**config.mk**
```make
export PLATFORM = sky130hd
export DESIGN_NAME = mask_pixel_unpack_rgba_core_flat
export DESIGN_NICKNAME = d
export VERILOG_FILES = /design/src/rtl/core/mpu_pkg.sv /design/src/rtl/core/mpu_if.sv /design/src/rtl/core/mpu_mask_scan.sv /design/src/rtl/core/mpu_chan_align.sv /design/src/rtl/core/mpu_chan_fill.sv /design/src/rtl/core/mask_pixel_unpack_rgba_core.sv /design/src/flat_wrapper.sv
export SDC_FILE = /design/constraint.sdc
export NUM_CORES = 1
export LEC_CHECK = 0
export BUFFER_PORTS_ARGS = -buffer_cell sky130_fd_sc_hd__buf_2
export CORE_ASPECT_RATIO = 0.8
export CORE_UTILIZATION = 42
export DETAILED_ROUTE_END_ITERATION = 10
export PLACE_DENSITY = 0.67
export SYNTH_ARGS = -nofsm -noshare
export SYNTH_HDL_FRONTEND = slang
export SYNTH_SLANG_ARGS = --single-unit
```
**constraint.sdc**
```tcl
create_clock -name clk -period 6.31 [get_ports clk]
set_clock_uncertainty 0.05 [all_clocks]
set_input_delay 0.631 -clock clk [delete_from_list [all_inputs] [get_ports clk]]
set_output_delay 0.631 -clock clk [all_outputs]
set_load 0.05 [all_outputs]
```
**src/rtl/core/mpu_pkg.sv**
```systemverilog
// Shared types, register indexes and helper functions for the mask pixel unpack core.
// No dependencies; every other file in rtl/core imports this package.
`timescale 1ns / 1ps

package mpu_pkg;

    localparam int PIXEL_W    = 32;
    localparam int POS_W      = 5;
    localparam int SPAN_W     = 6;
    localparam int CHAN_W     = 8;
    localparam int SRC_BITS_W = 6;
    localparam int CFG_IDX_W  = 3;
    localparam int NUM_CHAN   = 4;

    // Register indexes of the configuration channel
    localparam logic [CFG_IDX_W-1:0] REG_SOURCE_BITS = 3'd0;
    localparam logic [CFG_IDX_W-1:0] REG_RED_MASK    = 3'd1;
    localparam logic [CFG_IDX_W-1:0] REG_GREEN_MASK  = 3'd2;
    localparam logic [CFG_IDX_W-1:0] REG_BLUE_MASK   = 3'd3;
    localparam logic [CFG_IDX_W-1:0] REG_ALPHA_MASK  = 3'd4;

    // Reset values of the registers
    localparam logic [SRC_BITS_W-1:0] RST_SOURCE_BITS = 6'd32;
    localparam logic [PIXEL_W-1:0]    RST_RED_MASK    = 32'h0000_00ff;
    localparam logic [PIXEL_W-1:0]    RST_GREEN_MASK  = 32'h0000_ff00;
    localparam logic [PIXEL_W-1:0]    RST_BLUE_MASK   = 32'h00ff_0000;
    localparam logic [PIXEL_W-1:0]    RST_ALPHA_MASK  = 32'hff00_0000;

    localparam logic [SRC_BITS_W-1:0] MAX_MASK_BITS = 6'd32;

    localparam logic [CHAN_W-1:0] CHAN_ZERO = 8'h00;
    localparam logic [CHAN_W-1:0] CHAN_FULL = 8'hff;

    // Channel slots in per-channel arrays
    localparam int CH_RED   = 0;
    localparam int CH_GREEN = 1;
    localparam int CH_BLUE  = 2;
    localparam int CH_ALPHA = 3;

    typedef enum logic [2:0] {
        MODE_MASK,
        MODE_GRAY1,
        MODE_GRAY2,
        MODE_GRAY4,
        MODE_GRAY8,
        MODE_BAD
    } pix_mode_t;

    // Position of a channel inside the source pixel
    typedef struct packed {
        logic             present;
        logic [POS_W-1:0] pos;
        logic [POS_W-1:0] msb;
    } chan_geom_t;

    // Extracted channel bits, left-aligned in 8 bits
    typedef struct packed {
        logic              present;
        logic [3:0]        span;
        logic [CHAN_W-1:0] bits;
    } chan_part_t;

    // Fill the low bits of a left-aligned value by repeating its top span bits
    function automatic logic [CHAN_W-1:0] replicate_bits(input logic [CHAN_W-1:0] value,
                                                         input logic [3:0] span);
        logic [CHAN_W-1:0] acc;
        logic [4:0]        have;
        acc  = value;
        have = {1'b0, span};
        for (int i = 0; i < 3; i++) begin
            if (have < 5'd8) begin
                acc  = acc | (acc >> have);
                have = have << 1;
            end
        end
        return acc;
    endfunction

endpackage

```
**src/rtl/core/mpu_if.sv**
```systemverilog
// Stream and configuration interfaces of the mask pixel unpack core.
// Depends on mpu_pkg for field widths.
`timescale 1ns / 1ps

interface mpu_pixel_if;
    import mpu_pkg::*;

    logic               valid;
    logic               ready;
    logic [PIXEL_W-1:0] pixel_in;

    modport source (output valid, output pixel_in, input ready);
    modport sink   (input valid, input pixel_in, output ready);
endinterface

interface mpu_rgba_if;
    import mpu_pkg::*;

    logic              valid;
    logic              ready;
    logic [CHAN_W-1:0] red_out;
    logic [CHAN_W-1:0] green_out;
    logic [CHAN_W-1:0] blue_out;
    logic [CHAN_W-1:0] alpha_out;
    logic              unsupported;

    modport source (output valid, output red_out, output green_out, output blue_out,
                    output alpha_out, output unsupported, input ready);
    modport sink   (input valid, input red_out, input green_out, input blue_out,
                    input alpha_out, input unsupported, output ready);
endinterface

interface mpu_cfg_if;
    import mpu_pkg::*;

    logic                 valid;
    logic                 ready;
    logic [CFG_IDX_W-1:0] index;
    logic [PIXEL_W-1:0]   data;

    modport source (output valid, output index, output data, input ready);
    modport sink   (input valid, input index, input data, output ready);
endinterface

```
**src/rtl/core/mpu_mask_scan.sv**
```systemverilog
// Mask scanner: finds the lowest and highest set bit of one channel mask.
// Depends on mpu_pkg.
`timescale 1ns / 1ps

module mpu_mask_scan (
    input  logic [mpu_pkg::PIXEL_W-1:0] mask,
    output mpu_pkg::chan_geom_t         geom
);
    import mpu_pkg::*;

    logic [POS_W-1:0] low_bit;
    logic [POS_W-1:0] high_bit;

    always_comb
    begin
        low_bit  = '0;
        high_bit = '0;
        for (int i = PIXEL_W - 1; i >= 0; i--) begin
            if (mask[i]) begin
                low_bit = POS_W'(i);
            end
        end
        for (int i = 0; i < PIXEL_W; i++) begin
            if (mask[i]) begin
                high_bit = POS_W'(i);
            end
        end
    end

    assign geom.present = |mask;
    assign geom.pos     = low_bit;
    assign geom.msb     = high_bit;

endmodule

```
**src/rtl/core/mpu_chan_align.sv**
```systemverilog
// Channel extractor: pulls a channel's bits out of the pixel and left-aligns them.
// Depends on mpu_pkg.
`timescale 1ns / 1ps

module mpu_chan_align (
    input  logic [mpu_pkg::PIXEL_W-1:0] pixel,
    input  mpu_pkg::chan_geom_t         geom,
    output mpu_pkg::chan_part_t         part
);
    import mpu_pkg::*;

    logic [SPAN_W-1:0]  span;
    logic               wide;
    logic [POS_W-1:0]   shift;
    logic [PIXEL_W-1:0] shifted;
    logic [CHAN_W-1:0]  low8;

    always_comb
    begin
        span    = SPAN_W'(geom.msb) - SPAN_W'(geom.pos) + SPAN_W'(1);
        wide    = span > SPAN_W'(8);
        // wide channels keep their top eight bits
        shift   = wide ? (geom.msb - POS_W'(7)) : geom.pos;
        shifted = pixel >> shift;
        low8    = shifted[CHAN_W-1:0];

        part.present = geom.present;
        if (wide) begin
            part.span = 4'd8;
            part.bits = low8;
        end else begin
            part.span = span[3:0];
            // bits above the span fall off the top
            part.bits = low8 << (4'd8 - span[3:0]);
        end
    end

endmodule

```
**src/rtl/core/mpu_chan_fill.sv**
```systemverilog
// Channel filler: replicates a narrow channel to 8 bits or drives the absent value.
// Depends on mpu_pkg.
`timescale 1ns / 1ps

module mpu_chan_fill (
    input  mpu_pkg::chan_part_t        part,
    input  logic [mpu_pkg::CHAN_W-1:0] absent_value,
    output logic [mpu_pkg::CHAN_W-1:0] value
);
    import mpu_pkg::*;

    assign value = part.present ? replicate_bits(part.bits, part.span) : absent_value;

endmodule

```
**src/rtl/core/mask_pixel_unpack_rgba_core.sv**
```systemverilog
// Top level of the mask pixel unpack core: configuration registers and the 3-stage pipeline.
// Depends on mpu_pkg, mpu_if, mpu_mask_scan, mpu_chan_align and mpu_chan_fill.
`timescale 1ns / 1ps

// Unpacks one raw pixel per clock, unless dst stalls, into 8-bit red, green, blue and
// alpha. Throughput is one pixel per cycle while dst is ready; the register stages are
// mask scan, channel extract, then replicate into the output register. With a nonzero red
// mask each channel is located by its mask; otherwise the low source_bits bits are
// treated as 1, 2, 4 or 8 bit gray, and any other setup flags unsupported with zeros.
// Registers are written over the cfg channel, which is always ready; write them only
// while no pixel is in flight.
module mask_pixel_unpack_rgba_core (
    input  logic          clk,
    input  logic          rst_n,
    mpu_cfg_if.sink       cfg,
    mpu_pixel_if.sink     src,
    mpu_rgba_if.source    dst
);
    import mpu_pkg::*;

    // Configuration registers
    logic [SRC_BITS_W-1:0] source_bits_reg;
    logic [PIXEL_W-1:0]    red_mask_reg;
    logic [PIXEL_W-1:0]    green_mask_reg;
    logic [PIXEL_W-1:0]    blue_mask_reg;
    logic [PIXEL_W-1:0]    alpha_mask_reg;

    assign cfg.ready = 1'b1;

    always_ff @(posedge clk or negedge rst_n)
    begin
        if (!rst_n) begin
            source_bits_reg <= RST_SOURCE_BITS;
            red_mask_reg    <= RST_RED_MASK;
            green_mask_reg  <= RST_GREEN_MASK;
            blue_mask_reg   <= RST_BLUE_MASK;
            alpha_mask_reg  <= RST_ALPHA_MASK;
        end else if (cfg.valid && cfg.ready) begin
            unique case (cfg.index)
                REG_SOURCE_BITS: source_bits_reg <= cfg.data[SRC_BITS_W-1:0];
                REG_RED_MASK:    red_mask_reg    <= cfg.data;
                REG_GREEN_MASK:  green_mask_reg  <= cfg.data;
                REG_BLUE_MASK:   blue_mask_reg   <= cfg.data;
                REG_ALPHA_MASK:  alpha_mask_reg  <= cfg.data;
                default: ;
            endcase
        end
    end

    // Pipeline flow control: a stage loads when it is empty or its contents move on
    logic v1_reg, v2_reg, v3_reg;
    logic v1_next, v2_next, v3_next;
    logic en1, en2, en3;

    assign en3 = !v3_reg || dst.ready;
    assign en2 = !v2_reg || en3;
    assign en1 = !v1_reg || en2;

    assign src.ready = en1;

    always_comb
    begin
        v1_next = en1 ? src.valid : v1_reg;
        v2_next = en2 ? v1_reg : v2_reg;
        v3_next = en3 ? v2_reg : v3_reg;
    end

    always_ff @(posedge clk or negedge rst_n)
    begin
        if (!rst_n) begin
            v1_reg <= 1'b0;
            v2_reg <= 1'b0;
            v3_reg <= 1'b0;
        end else begin
            v1_reg <= v1_next;
            v2_reg <= v2_next;
            v3_reg <= v3_next;
        end
    end

    // Stage 1: mask scan and mode decode
    logic [PIXEL_W-1:0] mask_sel [NUM_CHAN];
    chan_geom_t         geom_comb [NUM_CHAN];
    pix_mode_t          mode_comb;

    assign mask_sel[CH_RED]   = red_mask_reg;
    assign mask_sel[CH_GREEN] = green_mask_reg;
    assign mask_sel[CH_BLUE]  = blue_mask_reg;
    assign mask_sel[CH_ALPHA] = alpha_mask_reg;

    always_comb
    begin
        if (red_mask_reg != '0) begin
            mode_comb = (source_bits_reg <= MAX_MASK_BITS) ? MODE_MASK : MODE_BAD;
        end else begin
            unique case (source_bits_reg)
                6'd1:    mode_comb = MODE_GRAY1;
                6'd2:    mode_comb = MODE_GRAY2;
                6'd4:    mode_comb = MODE_GRAY4;
                6'd8:    mode_comb = MODE_GRAY8;
                default: mode_comb = MODE_BAD;
            endcase
        end
    end

    logic [PIXEL_W-1:0] pix1_reg;
    chan_geom_t         geom1_reg [NUM_CHAN];
    pix_mode_t          mode1_reg;

    // Stage 2: channel extract and gray expand
    chan_part_t         part_comb [NUM_CHAN];
    logic [CHAN_W-1:0]  gray_comb;

    chan_part_t         part2_reg [NUM_CHAN];
    logic [CHAN_W-1:0]  gray2_reg;
    pix_mode_t          mode2_reg;

    // Stage 3: replicate and select
    logic [CHAN_W-1:0]  fill_comb [NUM_CHAN];
    logic [CHAN_W-1:0]  absent_sel [NUM_CHAN];

    assign absent_sel[CH_RED]   = CHAN_ZERO;
    assign absent_sel[CH_GREEN] = CHAN_ZERO;
    assign absent_sel[CH_BLUE]  = CHAN_ZERO;
    assign absent_sel[CH_ALPHA] = CHAN_FULL;

    for (genvar c = 0; c < NUM_CHAN; c++) begin : g_chan
        mpu_mask_scan u_scan (
            .mask (mask_sel[c]),
            .geom (geom_comb[c])
        );

        mpu_chan_align u_align (
            .pixel (pix1_reg),
            .geom  (geom1_reg[c]),
            .part  (part_comb[c])
        );

        mpu_chan_fill u_fill (
            .part         (part2_reg[c]),
            .absent_value (absent_sel[c]),
            .value        (fill_comb[c])
        );
    end

    always_comb
    begin
        case (mode1_reg)
            MODE_GRAY1: gray_comb = pix1_reg[0] ? CHAN_FULL : CHAN_ZERO;
            MODE_GRAY2: gray_comb = {4{pix1_reg[1:0]}};
            MODE_GRAY4: gray_comb = {2{pix1_reg[3:0]}};
            default:    gray_comb = pix1_reg[CHAN_W-1:0];
        endcase
    end

    logic [CHAN_W-1:0] red_next, green_next, blue_next, alpha_next;
    logic              bad_next;

    always_comb
    begin
        red_next   = CHAN_ZERO;
        green_next = CHAN_ZERO;
        blue_next  = CHAN_ZERO;
        alpha_next = CHAN_ZERO;
        bad_next   = 1'b0;
        unique case (mode2_reg)
            MODE_MASK:
            begin
                red_next   = fill_comb[CH_RED];
                green_next = fill_comb[CH_GREEN];
                blue_next  = fill_comb[CH_BLUE];
                alpha_next = fill_comb[CH_ALPHA];
            end
            MODE_GRAY1, MODE_GRAY2, MODE_GRAY4, MODE_GRAY8:
            begin
                red_next   = gray2_reg;
                green_next = gray2_reg;
                blue_next  = gray2_reg;
                alpha_next = CHAN_FULL;
            end
            default:
            begin
                bad_next = 1'b1;
            end
        endcase
    end

    logic [CHAN_W-1:0] red_reg, green_reg, blue_reg, alpha_reg;
    logic              bad_reg;

    // Payload registers: load on a transfer into each stage, hold otherwise
    always_ff @(posedge clk)
    begin
        if (en1 && src.valid) begin
            pix1_reg  <= src.pixel_in;
            geom1_reg <= geom_comb;
            mode1_reg <= mode_comb;
        end
        if (en2 && v1_reg) begin
            part2_reg <= part_comb;
            gray2_reg <= gray_comb;
            mode2_reg <= mode1_reg;
        end
        if (en3 && v2_reg) begin
            red_reg   <= red_next;
            green_reg <= green_next;
            blue_reg  <= blue_next;
            alpha_reg <= alpha_next;
            bad_reg   <= bad_next;
        end
    end

    assign dst.valid       = v3_reg;
    assign dst.red_out     = red_reg;
    assign dst.green_out   = green_reg;
    assign dst.blue_out    = blue_reg;
    assign dst.alpha_out   = alpha_reg;
    assign dst.unsupported = bad_reg;

`ifndef SYNTHESIS
    a_bad_zero: assert property (@(posedge clk) disable iff (!rst_n)
        (dst.valid && dst.unsupported) |->
        (dst.red_out == CHAN_ZERO && dst.green_out == CHAN_ZERO &&
         dst.blue_out == CHAN_ZERO && dst.alpha_out == CHAN_ZERO))
        else $error("unsupported result carries nonzero channels");

    a_alpha_opaque: assert property (@(posedge clk) disable iff (!rst_n)
        (dst.valid && !dst.unsupported &&
         (red_mask_reg == '0 || alpha_mask_reg == '0)) |->
        (dst.alpha_out == CHAN_FULL))
        else $error("alpha not opaque with no alpha channel");

    a_stage_fill: assert property (@(posedge clk) disable iff (!rst_n)
        (v2_reg && !en3) |=> v3_reg && v2_reg)
        else $error("stalled pipeline lost an item");
`endif

endmodule
```
**src/flat_wrapper.sv**
```systemverilog
// flat-port wrapper written by rule: the top's interface ports become plain ports
module mask_pixel_unpack_rgba_core_flat import mpu_pkg::*;
  (clk, rst_n, cfg_valid, cfg_index, cfg_data, cfg_ready, src_valid, src_pixel_in, src_ready, dst_valid, dst_red_out, dst_green_out, dst_blue_out, dst_alpha_out, dst_unsupported, dst_ready);
  mpu_cfg_if cfg_i ();
  mpu_pixel_if src_i ();
  mpu_rgba_if dst_i ();
  input  logic clk;
  input  logic rst_n;
  input wire logic [$bits(cfg_i.valid)-1:0] cfg_valid;
  input wire logic [$bits(cfg_i.index)-1:0] cfg_index;
  input wire logic [$bits(cfg_i.data)-1:0] cfg_data;
  output wire logic [$bits(cfg_i.ready)-1:0] cfg_ready;
  input wire logic [$bits(src_i.valid)-1:0] src_valid;
  input wire logic [$bits(src_i.pixel_in)-1:0] src_pixel_in;
  output wire logic [$bits(src_i.ready)-1:0] src_ready;
  output wire logic [$bits(dst_i.valid)-1:0] dst_valid;
  output wire logic [$bits(dst_i.red_out)-1:0] dst_red_out;
  output wire logic [$bits(dst_i.green_out)-1:0] dst_green_out;
  output wire logic [$bits(dst_i.blue_out)-1:0] dst_blue_out;
  output wire logic [$bits(dst_i.alpha_out)-1:0] dst_alpha_out;
  output wire logic [$bits(dst_i.unsupported)-1:0] dst_unsupported;
  input wire logic [$bits(dst_i.ready)-1:0] dst_ready;
  assign cfg_i.valid = cfg_valid;
  assign cfg_i.index = cfg_index;
  assign cfg_i.data = cfg_data;
  assign cfg_ready = cfg_i.ready;
  assign src_i.valid = src_valid;
  assign src_i.pixel_in = src_pixel_in;
  assign src_ready = src_i.ready;
  assign dst_valid = dst_i.valid;
  assign dst_red_out = dst_i.red_out;
  assign dst_green_out = dst_i.green_out;
  assign dst_blue_out = dst_i.blue_out;
  assign dst_alpha_out = dst_i.alpha_out;
  assign dst_unsupported = dst_i.unsupported;
  assign dst_i.ready = dst_ready;
  mask_pixel_unpack_rgba_core u_core (.clk(clk), .rst_n(rst_n), .cfg(cfg_i), .src(src_i), .dst(dst_i));
endmodule
```
==> out/qor.csv <==
metric,value,unit
syn nets,2959,
Setup CP Type,register to register,
DRT iter0 DRCs,2602,
CP top delay family,compound AO/OA/AOI/OAI gates,
GP Congestion,1.015,
share of layout cells above drive strength 1,17.56,%
Tot GR Track Use,27.13,%
port bufs,106,
Vias/cell,6.441,
Synth Area in XOR/XNOR,0.9363,%
critical path's largest stage delay,0.65,ns
Post-Synth Adder-Cell Area,2.497,%
RSZ-0062 raised after global routing,false,
setup TNS,0,ns
Max Cap Viol,0,
Gate Count Post-Synth,2839,
CP Capture Type,register,
max reg flops,52,
CP Launch Type,register,
fmax,175.9,MHz
first-pass GRT wire length,130.5,mm
Tmin final,5.685,ns
sequential element share of the synthesized area,34.54,%
Nets,2980,
Max Slew Vio Count,0,
Worst Tran Pin Value,1.128,ns
Synth Area in Compound Gates,22.92,%
Worst-path clk slew,0.06,ns
ranking of synthesized cells by area,"edfxtp_1 21%, dfrtp_1 10%, mux2i_1 8.3%",
Die Wd,276.2,um
"Warnings, synthesis",0,
CTS Buf Count,36,
period utilisation layout,90.09,%
Post-synth EDFFs,175,
Clock Sinks,312,
pin count of the biggest net entering global routing,82,
"Slowest-stage cell, CP",edfxtp_1,
I/O pin cnt,108,
H-Tree Depth,2,
HPWL Detailed,60.78,mm
cell taking the most area after synthesis,edfxtp_1,
Slew headroom,24.80,%
total global routing overflow,0,
area share of the largest cell type after synthesis,20.81,%
row count,80,
initial antenna violation count,3,
area grow syn2layout,9.591,%
mux cell area share after synthesis,18.45,%
Crit path depth,17,
DRC Markers,0,
vias,23630,
"Top FF cell, synth",edfxtp_1,
die height,221.3,um
grt met3 use,5.522,%
Post-CTS Hold Fix Bufs,0,
Worst Hold Class,input port to async pin,
M2 GR Usage,40.35,%
clock buffer depth,3,
"Clk Latency, worst-skew pair",0.58,ns
largest family of logic cells by synthesized area,compound AO/OA/AOI/OAI gates,
Synth cell types,91,
CP Cell Sequence,ha_1 > inv_1 > ha_1 > fa_1 > a211o_1 > and3_1 > a2111oi_4 > buf_4 > mux2i_2 > buf_4 > mux2i_1 > a22oi_1 > o22ai_1 > o311ai_1 > mux2i_1 > mux2_2 > o221ai_1,
WP data arrival,6.04,ns
Starting Density,42.41,%
DP Cell Count,3601,
Post-synth top cells,"315 x nand2_1, 251 x nor2_1, 210 x mux2i_1",
DRT Wirelength,85.27,mm
GRT busiest layer,met2,
Fin. Hold Viols,0,
Yosys reg bits,312,
core area,59560,um2
pwr dens,421.8,nW/um2
Worst EP required,6.66,ns
worst-path maximum fanout,25,
syn avg cell area,8.896,um2
grt met1 use,39.20,%
top-count cell post-synth,nand2_1,
Post-Syn Area,25260,um2
leakage power,10.85,nW
Non-Filler Instances,3669,
TritonCTS clock tree,built,
wire length per cell,23.24,um
Clock Tree Root,clkbuf_16,
fraction of registers with async set or reset after synthesis,43.91,%
Crit path buffers/inverters,3,
depth of the worst register-to-register path,17,
post-cts sizing count,0,
status,"finished, final reports clean",
worst vdd ir,0.2553,mV
Initial DRT Pass Iterations,7,
vias in the first global route,22120,
Post-CTS Setup Bufs,0,
"Setup violations, final",0,
Routed Antenna Nets,0,
DIE AREA,61130,um2
Post-Synth Simple-Gate Area,15.76,%
-- through the flow --
stage	hold WS, ns	total power [mW]	instance area, um2	setup slack (ns)	util [%]
after floorplan	0.2854	7.810	25260	0.9804	-
after global placement	0.3663	9.400	26540	0.8287	44.56
after detailed placement	0.3552	9.480	26540	0.6719	44.56
after CTS	0.05078	11.56	27670	0.6601	46.46
after global routing	0.09124	12.37	27670	0.2537	46.46
final	0.04400	11.68	27680	0.6254	46.47
-- layout by cell type (no fill, tap or decap), types with 21 or more instances in the layout --
| cell | netlist | layout |
|---|---|---|
| nor2_1 | 251 | 249 |
| nand2_1 | 315 | 315 |
| nand2b_1 | 24 | 24 |
| mux2_2 | 172 | 172 |
| nor3_1 | 53 | 52 |
| inv_1 | 111 | 111 |
| o211ai_1 | 46 | 46 |
| nor2b_1 | 30 | 30 |
| a211oi_1 | 50 | 50 |
| a211o_1 | 21 | 21 |
| buf_2 | 28 | 105 |
| edfxtp_1 | 175 | 175 |
| dfrtp_1 | 104 | 104 |
| a21oi_1 | 201 | 201 |
| clkbuf_16 | 0 | 36 |
| mux4_2 | 25 | 25 |
| o21bai_1 | 45 | 45 |
| o22ai_1 | 23 | 23 |
| a31oi_1 | 24 | 24 |
| o31ai_1 | 46 | 46 |
| nand3_1 | 64 | 64 |
| ha_1 | 44 | 44 |
| mux2i_1 | 210 | 208 |
| buf_4 | 7 | 69 |
| a21boi_0 | 22 | 22 |
| dfstp_2 | 33 | 33 |
| nor4_1 | 30 | 30 |
| o21ai_0 | 166 | 166 |
-- where the power goes --
part	switching, mW	leakage, nW	internal (mW)
Clock	0.934	0.551	1.09
Combinational	3.84	7.05	2.46
Sequential	0.610	3.24	2.74
-- per-layer routing --
metal	part of all wire (%)	routed length (um)
met1	45	38010
met3	10	8549
met2	42	36220
met5	0	0
met4	2.9	2490
-- cell type report --
cell class                      count  area [um2]
Multi-Input combinational cell   2217       15320
Antenna cell                        3       7.507
Inverter                          117       439.2
Tap cell                          779       974.7
Sequential cell                   312        8725
Clock buffer                       42       933.4
Clock inverter                     23       200.2
Timing Repair Buffer              176        1075
Fill cell                        5623       31880
-- cell families (layout without fill, tap and decap cells) --
logic type,count (synthesis),after routing
fa+ha+maj,48,48
mux,410,410
xor+xnor,27,27
other cells,1,4
simple gates,876,876
buf+inv,310,358
flops,312,312
compound gates,855,855
-- final timing paths --
check                      slack [ns]                 start                         to
max                              0.63  u_core.geom1_reg[28]       u_core.part2_reg[33]
min                              0.04                 rst_n  u_core.alpha_mask_reg[21]
max reg2reg                      0.63  u_core.geom1_reg[28]       u_core.part2_reg[33]
min reg2reg                      0.37  u_core.geom1_reg[32]       u_core.part2_reg[38]
max in group asynchronous        4.93                 rst_n   u_core.blue_mask_reg[30]
min in group clk                 0.18      src_pixel_in[26]        u_core.pix1_reg[26]
Power figures use the tool's default switching activity.
